<file path="config.mk">
export PLATFORM = sky130hd
export DESIGN_NAME = pixel_hsv_colour_classifier_flat
export DESIGN_NICKNAME = d
export VERILOG_FILES = /design/src/rtl/hsvc_pkg.sv /design/src/rtl/hsvc_if.sv /design/src/rtl/hsvc_prep_cell.sv /design/src/rtl/hsvc_div_cell.sv /design/src/rtl/hsvc_class_cell.sv /design/src/rtl/pixel_hsv_colour_classifier.sv /design/src/flat_wrapper.sv
export SDC_FILE = /design/constraint.sdc
export NUM_CORES = 2
export LEC_CHECK = 0
export BUFFER_PORTS_ARGS = -buffer_cell sky130_fd_sc_hd__buf_2
export CAP_MARGIN = 0
export CORE_ASPECT_RATIO = 1.5
export CORE_MARGIN = 2
export CORE_UTILIZATION = 65
export DETAILED_ROUTE_END_ITERATION = 6
export GPL_TIMING_DRIVEN = 0
export PLACE_DENSITY = 0.82
export SYNTH_ARGS = -nofsm -noshare
export SYNTH_HDL_FRONTEND = slang
export SYNTH_SLANG_ARGS = --single-unit
</file>
<file path="constraint.sdc">
create_clock -name clk -period 6.6 [get_ports clk]
set_input_delay 0.33 -clock clk [delete_from_list [all_inputs] [get_ports clk]]
set_output_delay 0.33 -clock clk [all_outputs]
set_load 0.01 [all_outputs]
</file>
<file path="src/rtl/hsvc_pkg.sv">
// ----------------------------------------------------------------------------
// HSV colour classifier package
// Widths, register indexes, class codes and the word that travels along the
// division chain.
// ----------------------------------------------------------------------------
package hsvc_pkg;

    localparam int ChanW  = 8;
    localparam int HueW   = 9;
    localparam int ClassW = 2;
    localparam int IndexW = 3;
    localparam int DataW  = 9;

    // Division chain: one quotient bit per cell, both quotients stay below 512.
    localparam int QuotW = 9;
    localparam int DivW  = 18;
    localparam int DsrW  = ChanW + 1;
    localparam int NumW  = 17;

    localparam int HueBlueBase  = 240;
    localparam int HueGreenBase = 120;
    localparam int HueSector    = 60;
    localparam int HueFull      = 360;
    localparam int SatScale2    = 2 * 255;

    localparam logic [IndexW-1:0] REG_BLACK_VALUE_LIMIT = 3'd0;
    localparam logic [IndexW-1:0] REG_RED_LOW_HUE_MAX   = 3'd1;
    localparam logic [IndexW-1:0] REG_RED_HIGH_HUE_MIN  = 3'd2;
    localparam logic [IndexW-1:0] REG_BLUE_HUE_MIN      = 3'd3;
    localparam logic [IndexW-1:0] REG_BLUE_HUE_MAX      = 3'd4;

    localparam logic [ChanW-1:0] BLACK_VALUE_LIMIT_RST = 8'd50;
    localparam logic [HueW-1:0]  RED_LOW_HUE_MAX_RST   = 9'd15;
    localparam logic [HueW-1:0]  RED_HIGH_HUE_MIN_RST  = 9'd340;
    localparam logic [HueW-1:0]  BLUE_HUE_MIN_RST      = 9'd200;
    localparam logic [HueW-1:0]  BLUE_HUE_MAX_RST      = 9'd260;

    localparam logic [ClassW-1:0] CLASS_BLACK = 2'd0;
    localparam logic [ClassW-1:0] CLASS_RED   = 2'd1;
    localparam logic [ClassW-1:0] CLASS_BLUE  = 2'd2;
    localparam logic [ClassW-1:0] CLASS_NONE  = 2'd3;

    typedef struct packed {
        logic [ChanW-1:0] black_value_limit;
        logic [HueW-1:0]  red_low_hue_max;
        logic [HueW-1:0]  red_high_hue_min;
        logic [HueW-1:0]  blue_hue_min;
        logic [HueW-1:0]  blue_hue_max;
    } thresholds_t;

    typedef struct packed {
        logic [DivW-1:0]  sat_rem;
        logic [DsrW-1:0]  sat_dsr;
        logic [QuotW-1:0] sat_quo;
        logic [DivW-1:0]  hue_rem;
        logic [DsrW-1:0]  hue_dsr;
        logic [QuotW-1:0] hue_quo;
        logic [ChanW-1:0] value;
        logic             zero;
    } div_word_t;

endpackage

</file>
<file path="src/rtl/hsvc_if.sv">
// ----------------------------------------------------------------------------
// HSV colour classifier channels
// Pixel input, result output and register write channels.
// ----------------------------------------------------------------------------
interface hsvc_pixel_if;
    logic                      valid;
    logic                      ready;
    logic [hsvc_pkg::ChanW-1:0] blue_level;
    logic [hsvc_pkg::ChanW-1:0] green_level;
    logic [hsvc_pkg::ChanW-1:0] red_level;

    modport source (output valid, output blue_level, output green_level,
                    output red_level, input ready);
    modport sink (input valid, input blue_level, input green_level,
                  input red_level, output ready);
endinterface

interface hsvc_result_if;
    logic                        valid;
    logic                        ready;
    logic [hsvc_pkg::ClassW-1:0] colour_class;
    logic [hsvc_pkg::HueW-1:0]   hue_degrees;
    logic [hsvc_pkg::ChanW-1:0]  saturation_level;
    logic [hsvc_pkg::ChanW-1:0]  value_level;

    modport source (output valid, output colour_class, output hue_degrees,
                    output saturation_level, output value_level, input ready);
    modport sink (input valid, input colour_class, input hue_degrees,
                  input saturation_level, input value_level, output ready);
endinterface

interface hsvc_cfg_if;
    logic                        valid;
    logic                        ready;
    logic [hsvc_pkg::IndexW-1:0] index;
    logic [hsvc_pkg::DataW-1:0]  data;

    modport source (output valid, output index, output data, input ready);
    modport sink (input valid, input index, input data, output ready);
endinterface

</file>
<file path="src/rtl/hsvc_prep_cell.sv">
// ----------------------------------------------------------------------------
// HSV colour classifier front cell
// Finds value, chroma and the hue sector and forms both rounded dividends.
// ----------------------------------------------------------------------------
module hsvc_prep_cell (
    input  logic                       clk,
    input  logic                       rst_n,
    input  logic                       in_valid,
    output logic                       in_ready,
    input  logic [hsvc_pkg::ChanW-1:0] blue_level,
    input  logic [hsvc_pkg::ChanW-1:0] green_level,
    input  logic [hsvc_pkg::ChanW-1:0] red_level,
    output logic                       out_valid,
    input  logic                       out_ready,
    output hsvc_pkg::div_word_t        out_word
);

    logic                       valid_reg;
    hsvc_pkg::div_word_t        word_reg;
    hsvc_pkg::div_word_t        word_next;
    logic [hsvc_pkg::ChanW-1:0] mx;
    logic [hsvc_pkg::ChanW-1:0] mn;
    logic [hsvc_pkg::ChanW-1:0] d;
    logic [hsvc_pkg::NumW-1:0]  num;
    logic [hsvc_pkg::NumW-1:0]  d_w;

    function automatic logic [hsvc_pkg::NumW-1:0] sector(
        input logic [hsvc_pkg::ChanW-1:0] a,
        input logic [hsvc_pkg::ChanW-1:0] b
    );
        logic [hsvc_pkg::ChanW-1:0] diff;
        diff = (a >= b) ? (a - b) : (b - a);
        return hsvc_pkg::NumW'(hsvc_pkg::HueSector) * hsvc_pkg::NumW'(diff);
    endfunction

    assign in_ready = !valid_reg || out_ready;

    always_comb
    begin
        mx = blue_level;
        if (green_level > mx)
        begin
            mx = green_level;
        end
        if (red_level > mx)
        begin
            mx = red_level;
        end
        mn = blue_level;
        if (green_level < mn)
        begin
            mn = green_level;
        end
        if (red_level < mn)
        begin
            mn = red_level;
        end
        d   = mx - mn;
        d_w = hsvc_pkg::NumW'(d);

        if (blue_level >= green_level && blue_level >= red_level)
        begin
            if (red_level >= green_level)
            begin
                num = hsvc_pkg::NumW'(hsvc_pkg::HueBlueBase) * d_w
                    + sector(red_level, green_level);
            end
            else
            begin
                num = hsvc_pkg::NumW'(hsvc_pkg::HueBlueBase) * d_w
                    - sector(red_level, green_level);
            end
        end
        else if (green_level >= red_level)
        begin
            if (blue_level >= red_level)
            begin
                num = hsvc_pkg::NumW'(hsvc_pkg::HueGreenBase) * d_w
                    + sector(blue_level, red_level);
            end
            else
            begin
                num = hsvc_pkg::NumW'(hsvc_pkg::HueGreenBase) * d_w
                    - sector(blue_level, red_level);
            end
        end
        else
        begin
            if (green_level >= blue_level)
            begin
                num = sector(green_level, blue_level);
            end
            else
            begin
                num = hsvc_pkg::NumW'(hsvc_pkg::HueFull) * d_w
                    - sector(green_level, blue_level);
            end
        end

        word_next.sat_rem = hsvc_pkg::DivW'(hsvc_pkg::SatScale2) * hsvc_pkg::DivW'(d)
                          + hsvc_pkg::DivW'(mx);
        word_next.sat_dsr = {mx, 1'b0};
        word_next.sat_quo = '0;
        word_next.hue_rem = {num, 1'b0} + hsvc_pkg::DivW'(d);
        word_next.hue_dsr = {d, 1'b0};
        word_next.hue_quo = '0;
        word_next.value   = mx;
        word_next.zero    = (d == '0);
    end

    always_ff @(posedge clk or negedge rst_n)
    begin
        if (!rst_n)
        begin
            valid_reg <= 1'b0;
        end
        else if (in_ready)
        begin
            valid_reg <= in_valid;
        end
    end

    always_ff @(posedge clk)
    begin
        if (in_ready && in_valid)
        begin
            word_reg <= word_next;
        end
    end

    assign out_valid = valid_reg;
    assign out_word  = word_reg;

endmodule

</file>
<file path="src/rtl/hsvc_div_cell.sv">
// ----------------------------------------------------------------------------
// HSV colour classifier division cell
// Settles one quotient bit of both the saturation and the hue division.
// ----------------------------------------------------------------------------
module hsvc_div_cell #(
    parameter int BitIndex = 0
) (
    input  logic                clk,
    input  logic                rst_n,
    input  logic                in_valid,
    output logic                in_ready,
    input  hsvc_pkg::div_word_t in_word,
    output logic                out_valid,
    input  logic                out_ready,
    output hsvc_pkg::div_word_t out_word
);

    logic                      valid_reg;
    hsvc_pkg::div_word_t       word_reg;
    hsvc_pkg::div_word_t       word_next;
    logic [hsvc_pkg::DivW-1:0] sat_cmp;
    logic [hsvc_pkg::DivW-1:0] hue_cmp;

    assign in_ready = !valid_reg || out_ready;

    always_comb
    begin
        sat_cmp   = hsvc_pkg::DivW'(in_word.sat_dsr) << BitIndex;
        hue_cmp   = hsvc_pkg::DivW'(in_word.hue_dsr) << BitIndex;
        word_next = in_word;
        if (in_word.sat_rem >= sat_cmp)
        begin
            word_next.sat_rem           = in_word.sat_rem - sat_cmp;
            word_next.sat_quo[BitIndex] = 1'b1;
        end
        if (in_word.hue_rem >= hue_cmp)
        begin
            word_next.hue_rem           = in_word.hue_rem - hue_cmp;
            word_next.hue_quo[BitIndex] = 1'b1;
        end
    end

    always_ff @(posedge clk or negedge rst_n)
    begin
        if (!rst_n)
        begin
            valid_reg <= 1'b0;
        end
        else if (in_ready)
        begin
            valid_reg <= in_valid;
        end
    end

    always_ff @(posedge clk)
    begin
        if (in_ready && in_valid)
        begin
            word_reg <= word_next;
        end
    end

    assign out_valid = valid_reg;
    assign out_word  = word_reg;

endmodule

</file>
<file path="src/rtl/hsvc_class_cell.sv">
// ----------------------------------------------------------------------------
// HSV colour classifier output cell
// Wraps the hue, applies the grey case and classifies against the thresholds.
// ----------------------------------------------------------------------------
module hsvc_class_cell (
    input  logic                        clk,
    input  logic                        rst_n,
    input  logic                        in_valid,
    output logic                        in_ready,
    input  hsvc_pkg::div_word_t         in_word,
    input  hsvc_pkg::thresholds_t       thresholds,
    output logic                        out_valid,
    input  logic                        out_ready,
    output logic [hsvc_pkg::ClassW-1:0] colour_class,
    output logic [hsvc_pkg::HueW-1:0]   hue_degrees,
    output logic [hsvc_pkg::ChanW-1:0]  saturation_level,
    output logic [hsvc_pkg::ChanW-1:0]  value_level
);

    logic                        valid_reg;
    logic [hsvc_pkg::ClassW-1:0] class_reg;
    logic [hsvc_pkg::ClassW-1:0] class_next;
    logic [hsvc_pkg::HueW-1:0]   hue_reg;
    logic [hsvc_pkg::HueW-1:0]   hue_next;
    logic [hsvc_pkg::ChanW-1:0]  sat_reg;
    logic [hsvc_pkg::ChanW-1:0]  sat_next;
    logic [hsvc_pkg::ChanW-1:0]  value_reg;

    assign in_ready = !valid_reg || out_ready;

    always_comb
    begin
        if (in_word.zero)
        begin
            hue_next = '0;
            sat_next = '0;
        end
        else
        begin
            sat_next = in_word.sat_quo[hsvc_pkg::ChanW-1:0];
            if (in_word.hue_quo >= hsvc_pkg::HueW'(hsvc_pkg::HueFull))
            begin
                hue_next = in_word.hue_quo - hsvc_pkg::HueW'(hsvc_pkg::HueFull);
            end
            else
            begin
                hue_next = in_word.hue_quo;
            end
        end

        if (in_word.value < thresholds.black_value_limit)
        begin
            class_next = hsvc_pkg::CLASS_BLACK;
        end
        else if (hue_next >= thresholds.red_high_hue_min
                 || hue_next <= thresholds.red_low_hue_max)
        begin
            class_next = hsvc_pkg::CLASS_RED;
        end
        else if (hue_next >= thresholds.blue_hue_min
                 && hue_next <= thresholds.blue_hue_max)
        begin
            class_next = hsvc_pkg::CLASS_BLUE;
        end
        else
        begin
            class_next = hsvc_pkg::CLASS_NONE;
        end
    end

    always_ff @(posedge clk or negedge rst_n)
    begin
        if (!rst_n)
        begin
            valid_reg <= 1'b0;
        end
        else if (in_ready)
        begin
            valid_reg <= in_valid;
        end
    end

    always_ff @(posedge clk)
    begin
        if (in_ready && in_valid)
        begin
            class_reg <= class_next;
            hue_reg   <= hue_next;
            sat_reg   <= sat_next;
            value_reg <= in_word.value;
        end
    end

    assign out_valid        = valid_reg;
    assign colour_class     = class_reg;
    assign hue_degrees      = hue_reg;
    assign saturation_level = sat_reg;
    assign value_level      = value_reg;

endmodule

</file>
<file path="src/rtl/pixel_hsv_colour_classifier.sv">
// ----------------------------------------------------------------------------
// Pixel HSV colour classifier
// Converts a B,G,R pixel to HSV and classifies it as black, red, blue or none.
// ----------------------------------------------------------------------------
//  Channel  Direction  Contents
//  pixel    in         blue_level, green_level, red_level
//  result   out        colour_class, hue_degrees, saturation_level, value_level
//  cfg      in         index, data (threshold register write)
//
// One pixel enters per cycle unless stalled from the output; each passes
// the front cell, nine division cells (one quotient bit each) and output cell.
// Reset clears every cell's valid bit and loads the threshold reset values.
// A stalled result holds only the cells behind it; empty cells keep filling.
// ----------------------------------------------------------------------------
module pixel_hsv_colour_classifier (
    input  logic          clk,
    input  logic          rst_n,
    hsvc_pixel_if.sink    pixel,
    hsvc_result_if.source result,
    hsvc_cfg_if.sink      cfg
);

    hsvc_pkg::thresholds_t thresholds_reg;
    hsvc_pkg::div_word_t   words [hsvc_pkg::QuotW + 1];
    logic                  valids [hsvc_pkg::QuotW + 1];
    logic                  readys [hsvc_pkg::QuotW + 1];

    assign cfg.ready = 1'b1;

    always_ff @(posedge clk or negedge rst_n)
    begin
        if (!rst_n)
        begin
            thresholds_reg.black_value_limit <= hsvc_pkg::BLACK_VALUE_LIMIT_RST;
            thresholds_reg.red_low_hue_max   <= hsvc_pkg::RED_LOW_HUE_MAX_RST;
            thresholds_reg.red_high_hue_min  <= hsvc_pkg::RED_HIGH_HUE_MIN_RST;
            thresholds_reg.blue_hue_min      <= hsvc_pkg::BLUE_HUE_MIN_RST;
            thresholds_reg.blue_hue_max      <= hsvc_pkg::BLUE_HUE_MAX_RST;
        end
        else if (cfg.valid)
        begin
            unique case (cfg.index)
                hsvc_pkg::REG_BLACK_VALUE_LIMIT:
                    thresholds_reg.black_value_limit <= cfg.data[hsvc_pkg::ChanW-1:0];
                hsvc_pkg::REG_RED_LOW_HUE_MAX:
                    thresholds_reg.red_low_hue_max <= cfg.data;
                hsvc_pkg::REG_RED_HIGH_HUE_MIN:
                    thresholds_reg.red_high_hue_min <= cfg.data;
                hsvc_pkg::REG_BLUE_HUE_MIN:
                    thresholds_reg.blue_hue_min <= cfg.data;
                hsvc_pkg::REG_BLUE_HUE_MAX:
                    thresholds_reg.blue_hue_max <= cfg.data;
                default:
                    ;
            endcase
        end
    end

    hsvc_prep_cell u_prep (
        .clk         (clk),
        .rst_n       (rst_n),
        .in_valid    (pixel.valid),
        .in_ready    (pixel.ready),
        .blue_level  (pixel.blue_level),
        .green_level (pixel.green_level),
        .red_level   (pixel.red_level),
        .out_valid   (valids[0]),
        .out_ready   (readys[0]),
        .out_word    (words[0])
    );

    for (genvar g = 0; g < hsvc_pkg::QuotW; g++)
    begin : g_div
        hsvc_div_cell #(
            .BitIndex (hsvc_pkg::QuotW - 1 - g)
        ) u_cell (
            .clk       (clk),
            .rst_n     (rst_n),
            .in_valid  (valids[g]),
            .in_ready  (readys[g]),
            .in_word   (words[g]),
            .out_valid (valids[g + 1]),
            .out_ready (readys[g + 1]),
            .out_word  (words[g + 1])
        );
    end

    hsvc_class_cell u_class (
        .clk              (clk),
        .rst_n            (rst_n),
        .in_valid         (valids[hsvc_pkg::QuotW]),
        .in_ready         (readys[hsvc_pkg::QuotW]),
        .in_word          (words[hsvc_pkg::QuotW]),
        .thresholds       (thresholds_reg),
        .out_valid        (result.valid),
        .out_ready        (result.ready),
        .colour_class     (result.colour_class),
        .hue_degrees      (result.hue_degrees),
        .saturation_level (result.saturation_level),
        .value_level      (result.value_level)
    );

`ifndef SYNTHESIS
    // The input side can only be held off by a result that is not taken.
    assert property (@(posedge clk) disable iff (!rst_n)
        !pixel.ready |-> (result.valid && !result.ready))
        else $error("input stalled without an output stall");

    assert property (@(posedge clk) disable iff (!rst_n)
        result.valid |-> (result.hue_degrees < hsvc_pkg::HueW'(hsvc_pkg::HueFull)))
        else $error("hue out of range");

    // Zero saturation only comes from a grey pixel, whose hue is zero.
    assert property (@(posedge clk) disable iff (!rst_n)
        (result.valid && result.saturation_level == '0) |-> (result.hue_degrees == '0))
        else $error("zero saturation with nonzero hue");
`endif

endmodule

</file>
<file path="src/flat_wrapper.sv">
// flat-port wrapper written by rule: the top's interface ports become plain ports
module pixel_hsv_colour_classifier_flat 
  (clk, rst_n, pixel_valid, pixel_blue_level, pixel_green_level, pixel_red_level, pixel_ready, result_valid, result_colour_class, result_hue_degrees, result_saturation_level, result_value_level, result_ready, cfg_valid, cfg_index, cfg_data, cfg_ready);
  hsvc_pixel_if pixel_i ();
  hsvc_result_if result_i ();
  hsvc_cfg_if cfg_i ();
  input  logic clk;
  input  logic rst_n;
  input wire logic [$bits(pixel_i.valid)-1:0] pixel_valid;
  input wire logic [$bits(pixel_i.blue_level)-1:0] pixel_blue_level;
  input wire logic [$bits(pixel_i.green_level)-1:0] pixel_green_level;
  input wire logic [$bits(pixel_i.red_level)-1:0] pixel_red_level;
  output wire logic [$bits(pixel_i.ready)-1:0] pixel_ready;
  output wire logic [$bits(result_i.valid)-1:0] result_valid;
  output wire logic [$bits(result_i.colour_class)-1:0] result_colour_class;
  output wire logic [$bits(result_i.hue_degrees)-1:0] result_hue_degrees;
  output wire logic [$bits(result_i.saturation_level)-1:0] result_saturation_level;
  output wire logic [$bits(result_i.value_level)-1:0] result_value_level;
  input wire logic [$bits(result_i.ready)-1:0] result_ready;
  input wire logic [$bits(cfg_i.valid)-1:0] cfg_valid;
  input wire logic [$bits(cfg_i.index)-1:0] cfg_index;
  input wire logic [$bits(cfg_i.data)-1:0] cfg_data;
  output wire logic [$bits(cfg_i.ready)-1:0] cfg_ready;
  assign pixel_i.valid = pixel_valid;
  assign pixel_i.blue_level = pixel_blue_level;
  assign pixel_i.green_level = pixel_green_level;
  assign pixel_i.red_level = pixel_red_level;
  assign pixel_ready = pixel_i.ready;
  assign result_valid = result_i.valid;
  assign result_colour_class = result_i.colour_class;
  assign result_hue_degrees = result_i.hue_degrees;
  assign result_saturation_level = result_i.saturation_level;
  assign result_value_level = result_i.value_level;
  assign result_i.ready = result_ready;
  assign cfg_i.valid = cfg_valid;
  assign cfg_i.index = cfg_index;
  assign cfg_i.data = cfg_data;
  assign cfg_ready = cfg_i.ready;
  pixel_hsv_colour_classifier u_core (.clk(clk), .rst_n(rst_n), .pixel(pixel_i), .result(result_i), .cfg(cfg_i));
endmodule
</file>
## After elaboration in Yosys (flattened, before gate mapping)

Index checks and enable logic that the tools add are counted.
Widths: inputs -> output; s select.

- Flip-flop bits (word level): 649
- Bits of input ports: 41
- Output and inout bits: 30

- $add $sub $neg: 31
- Multipliers: 7
- Order comparisons: 33
- Equality and inequality tests: 4
- Multiplexer cells: 32
- Reduce and logical (&&, ||, !) cells: 44

Operator list:

| operator | count |
|---|---|
| $mux 18 | 16 |
| $mux 17 | 5 |
| $mul 4x8->12 const A | 5 |
| $mux 8 | 7 |
| $sub 8x8->8 | 7 |
| $ge 8x8->1 | 5 |
| $ge 18x10->1 | 2 |
| $ge 18x11->1 | 2 |
| $ge 18x12->1 | 2 |
| $ge 18x13->1 | 2 |
| $ge 18x14->1 | 2 |
| $ge 18x15->1 | 2 |
| $ge 18x16->1 | 2 |
| $ge 18x17->1 | 2 |
| $ge 18x9->1 | 2 |
| $sub 18x10->18 | 2 |
| $sub 18x11->18 | 2 |
| $sub 18x12->18 | 2 |
| $sub 18x13->18 | 2 |
| $sub 18x14->18 | 2 |
| $sub 18x15->18 | 2 |
| $sub 18x16->18 | 2 |
| $sub 18x17->18 | 2 |
| $lt 8x8->1 | 3 |
| 26 further kinds | 69 |

## Depth between registers and ports, before layout

- Depth in word-level cells: 13
- Depth in mapped cells: 53

## Cells and area by module

Synthesis repeated with hierarchy kept, for this count alone.

- Cell total of the unflattened synthesis: 4423
- Area, all modules: 52157.5 um^2

By module, submodules not included:

| module | times used | cells an instance | area each (um^2) |
|---|---|---|---|
| hsvc_prep_cell | 1 | 1635 | 13615.6 |
| hsvc_div_cell (u_core.g_div[8].u_cell) | 1 | 309 | 4007.6 |
| hsvc_div_cell (u_core.g_div[5].u_cell) | 1 | 296 | 3995.1 |
| hsvc_div_cell (u_core.g_div[7].u_cell) | 1 | 288 | 3960.0 |
| hsvc_div_cell (u_core.g_div[6].u_cell) | 1 | 286 | 3912.5 |
| hsvc_div_cell (u_core.g_div[2].u_cell) | 1 | 271 | 3861.2 |
| hsvc_div_cell (u_core.g_div[4].u_cell) | 1 | 277 | 3811.2 |
| hsvc_div_cell (u_core.g_div[1].u_cell) | 1 | 250 | 3749.8 |
| hsvc_div_cell (u_core.g_div[3].u_cell) | 1 | 270 | 3718.6 |
| hsvc_div_cell (u_core.g_div[0].u_cell) | 1 | 233 | 3669.8 |
| hsvc_class_cell | 1 | 210 | 2139.6 |
| pixel_hsv_colour_classifier | 1 | 98 | 1716.6 |

## Least setup slack after synthesis

No wires, ideal clock.

- Path kind: input -> register
- Start point: input pixel_green_level[0]
- End point: register u_core.u_prep.word_reg (netlist bit u_core.u_prep.out_word[44]) (data pin)
- Data arrival time: 10209 ps
- Slack: -3871 ps
- Stages on the path: 52
- Path through: inv_1 ha_1 inv_1 fa_1 nand3_1 a21oi_2 o22ai_4 clkbuf_1 nor2_1 a21oi_1 ha_1 a21o_1 a21o_1 a21oi_1 nand2b_1 a221o_1 nand2_1 clkbuf_1 [16 not listed] fa_1 inv_1 ha_1 inv_1 o21bai_1 a21oi_1 xnor2_1 ha_1 nor2b_1 or4_1 o21ai_0 a31oi_1 or4_1 a32o_1 nor4b_1 nand2b_1 a21oi_1 xor2_1

RTL lines:

| item | line | text |
|---|---|---|
| start: declaration | flat_wrapper.sv:11 | `input wire logic [$bits(pixel_i.green_level)-1:0] pixel_green_level;` |
| end signal: assignment | hsvc_prep_cell.sv:127 | `word_reg <= word_next;` |
| end: declaration | hsvc_prep_cell.sv:19 | `hsvc_pkg::div_word_t word_reg;` |

==> flow_metrics.tcl <==
set metrics [dict create \
    result_of_the_run "finished, violations left" \
    failed_checks "negative setup slack" \
    path_common_cell "buf_4" \
    post_synth_instance_area_sq_um 40800 \
    share_of_final_layout_standard_cells_stronger_than_drive_strength_1_pct 15.7 \
    vias_in_the_first_global_route 31412 \
    critical_path_arrival_ns 10.08 \
    rsz0062_at_grt "true" \
    floorplan.core_area_sq_um 62100 \
    r2r_cells 17 \
    setup_total_negative_slack_ns -54.11 \
    final-setup-viol-count 25 \
    r2r-end "u_core.u_class.colour_class[0]$_SDFFCE_PP0P_" \
    layout.cells.most_common "edfxtp_1" \
    globalRoute.totalOverflow 0 \
    grt_usage_pct 30.4 \
    cts-root-to-sink-buffers 3 \
    final-hold-violation-count 0 \
    synth_ff_type "edfxtp_1" \
    endpoint_type_of_the_worst_setup_path "flip-flop" \
    drv_slew 0 \
    worstHoldEndpoint "u_core.thresholds_reg[24]$_DFFE_PN1P_" \
    worst_setup_slack_final_ns -3.10 \
    seq_area_sq_um 18200 \
    layout_common_cells "edfxtp_1 (559), inv_1 (450), ha_1 (386)" \
    final_area_sq_um 47500 \
    synth_fp_nets 4370 \
    cts_root_buffer "clkbuf_16" \
    regToRegStartpoint "u_core.g_div[8].u_cell.out_word[9]$_SDFFCE_PP1P_" \
    grt_start_max_net_pins 56 \
    placed_area_sq_um 42700 \
    slowest_stage "fa_2" \
    critPathKind "input port to flip-flop" \
    dp_hpwl_mm 72.5 \
    synth_cells 3787 \
    critical_path_required_ns 6.98 \
    multi_input_area_sq_um 22400 \
    timing.final.crit_period_ns 9.70 \
    standard_cell_row_count 112 \
    cts.clk_slew.worst_paths_ns 0.07 \
    die_w_um 208 \
    io_buffers 69 \
    worst-slew-pin-transition_ns 1.31 \
    clk_latency_ns 0.62 \
    hold_path.startpoint "cfg_data[6]" \
    grt_antenna_before_repair 1 \
    yosys_warnings 0 \
    grt_first_pass_wirelength_mm 157 \
    skew_ns 0.0494 \
    route.antenna.remaining_nets 0 \
    tritoncts "yes" \
    clock_sink_count 614 \
    hp-class "input port to flip-flop" \
    largest_reg_flops 483 \
    drt_iter0_markers 2318 \
    synth-seq-area-share_pct 44.6 \
    dpl.cell_count 4666 \
    n_fill_cell 3727 \
    slew_headroom_pct 12.5 \
    initial_utilization_pct 65.7 \
    hold_path_depth 3 \
    num_vias 30651 \
    async_flop_share_pct 8.96 \
    synth_enable_flop_cells 559 \
    yosys_register_bits 614 \
    wl_per_cell_um 21.5 \
    drt-vias-per-instance 6.22 \
    syn_avg_cell_area_sq_um 10.8 \
    place_congestion 0.949 \
    instances_no_fill 4925 \
    die_ar_sq_um 64800 \
    maxCapViolCount 0 \
    drc 0 \
    drt_first_pass_iters 6 \
    critPathMaxFanout 6 \
    netlist-cell-type-count 89 \
    cts-buffers-inserted 55 \
    cts-htree-levels 2 \
    worstSetupStartpointType "input port" \
    syn2layout_area_growth_pct 16.4 \
    preCtsSetupSlack_ns -5.06 \
    num-nets-final 4664 \
    routed_wl_mm 106 \
    top_level_ports 71 \
    reg2reg_setup_slack_ns 2.17 \
    min_period_over_period_pct 147 \
    chipHeight_um 311 \
    cpPeakStageDelay_ns 0.59 \
    fmax_ghz 0.103 \
]
-- stage by stage --
stage | hold WS, ns | util [%]
5_1_grt | 0.0418 | 76.5
4_1_cts | 0.00229 | 75.0
6_report | 0.0275 | 76.5
3_3_place_gp | 0.400 | 68.3
2_1_floorplan | 0.0344 | -
3_5_place_dp | 0.405 | 68.8
-- worst max path at each step --
stage	to	from
floorplan	u_core.u_prep.out_word[44]$_DFFE_PP_	pixel_green_level[0]
global placement	u_core.u_prep.out_word[44]$_DFFE_PP_	pixel_green_level[6]
detailed placement	u_core.u_prep.out_word[44]$_DFFE_PP_	pixel_green_level[7]
CTS	u_core.u_prep.out_word[44]$_DFFE_PP_	pixel_green_level[0]
global route	u_core.u_prep.out_word[79]$_DFFE_PP_	pixel_green_level[0]
finish	u_core.u_prep.out_word[80]$_DFFE_PP_	pixel_green_level[4]
-- logic make-up (layout without fill, tap and decap cells) --
| logic type | count (synthesis) | count (layout) | share of synthesized area (%) |
|---|---|---|---|
| XOR/XNOR | 283 | 283 | 6.10 |
| multiplexers | 56 | 56 | 1.45 |
| AND/OR/NAND/NOR | 928 | 928 | 11.4 |
| adder cells (fa/ha/maj) | 544 | 544 | 18.7 |
| buffers and inverters | 537 | 876 | 4.96 |
| other | 1 | 2 | 0.00920 |
| AO/OA/AOI/OAI | 824 | 824 | 12.8 |
| flip-flops | 614 | 614 | 44.6 |
-- repair_timing --
action | 4_1_cts | 5_1_grt
setup endpoints to repair | 29 | 26
hold endpoints to repair | 9 | 39
resized for setup | 224 | 107
cloned | 1 | 0
pin swaps | 110 | 84
hold buffers | 6 | 1
buffers inserted | 101 | 54
-- cell usage after synthesis, types with 25 or more instances --
cell      number  share of area (%)
a21oi_1      245                3.0
nand4_1       40               0.61
nor4_1        41               0.63
xnor2_1      174                3.7
nand2b_1      86                1.3
nor2_1       238                2.2
nor2b_1       87                1.3
edfxtp_1     559                 41
o21ai_0      207                2.5
mux2i_1       32               0.79
nand3_1       38               0.47
ha_1         433                 13
o21bai_1      37               0.68
o31ai_1       25               0.46
xor2_1       108                2.3
fa_1         109                5.4
nand2_1      231                2.1
inv_1        483                4.4
a21o_1       122                2.2
nor3_1        54               0.66
a211oi_1      28               0.52
clkbuf_1      48               0.44
dfrtp_1       39                2.4
-- area by class of cell --
type                            count  area share, %
Multi-Input combinational cell   2636           47.2
Sequential cell                   614           38.3
Timing Repair Buffer              239           4.03
Inverter                          485           3.92
Clock buffer                       65           2.98
Tap cell                          798           2.10
Clock inverter                     37          0.912
Buffer                             50          0.506
Antenna cell                        1        0.00527
-- layer usage --
metal	vias up	part of all wire (%)	GRT usage, %
met4	0	9.8	22.7
met1	14727	32	27.9
met5	-	0	0
met2	1317	54	60.6
met3	599	4.7	3.00
li1	14008	-	-
-- worst max-delay path, delay by kind of cell --
family | cells | cell delay (ns)
xor+xnor | 2 | 0.38
simple gates | 6 | 0.81
compound gates | 16 | 3.24
fa+ha+maj | 8 | 3.29
buf+inv | 15 | 1.98
Power is left out: the tool's default activity adds up to more than one toggle a clock period on the data nets, which glitch-free logic cannot reach.
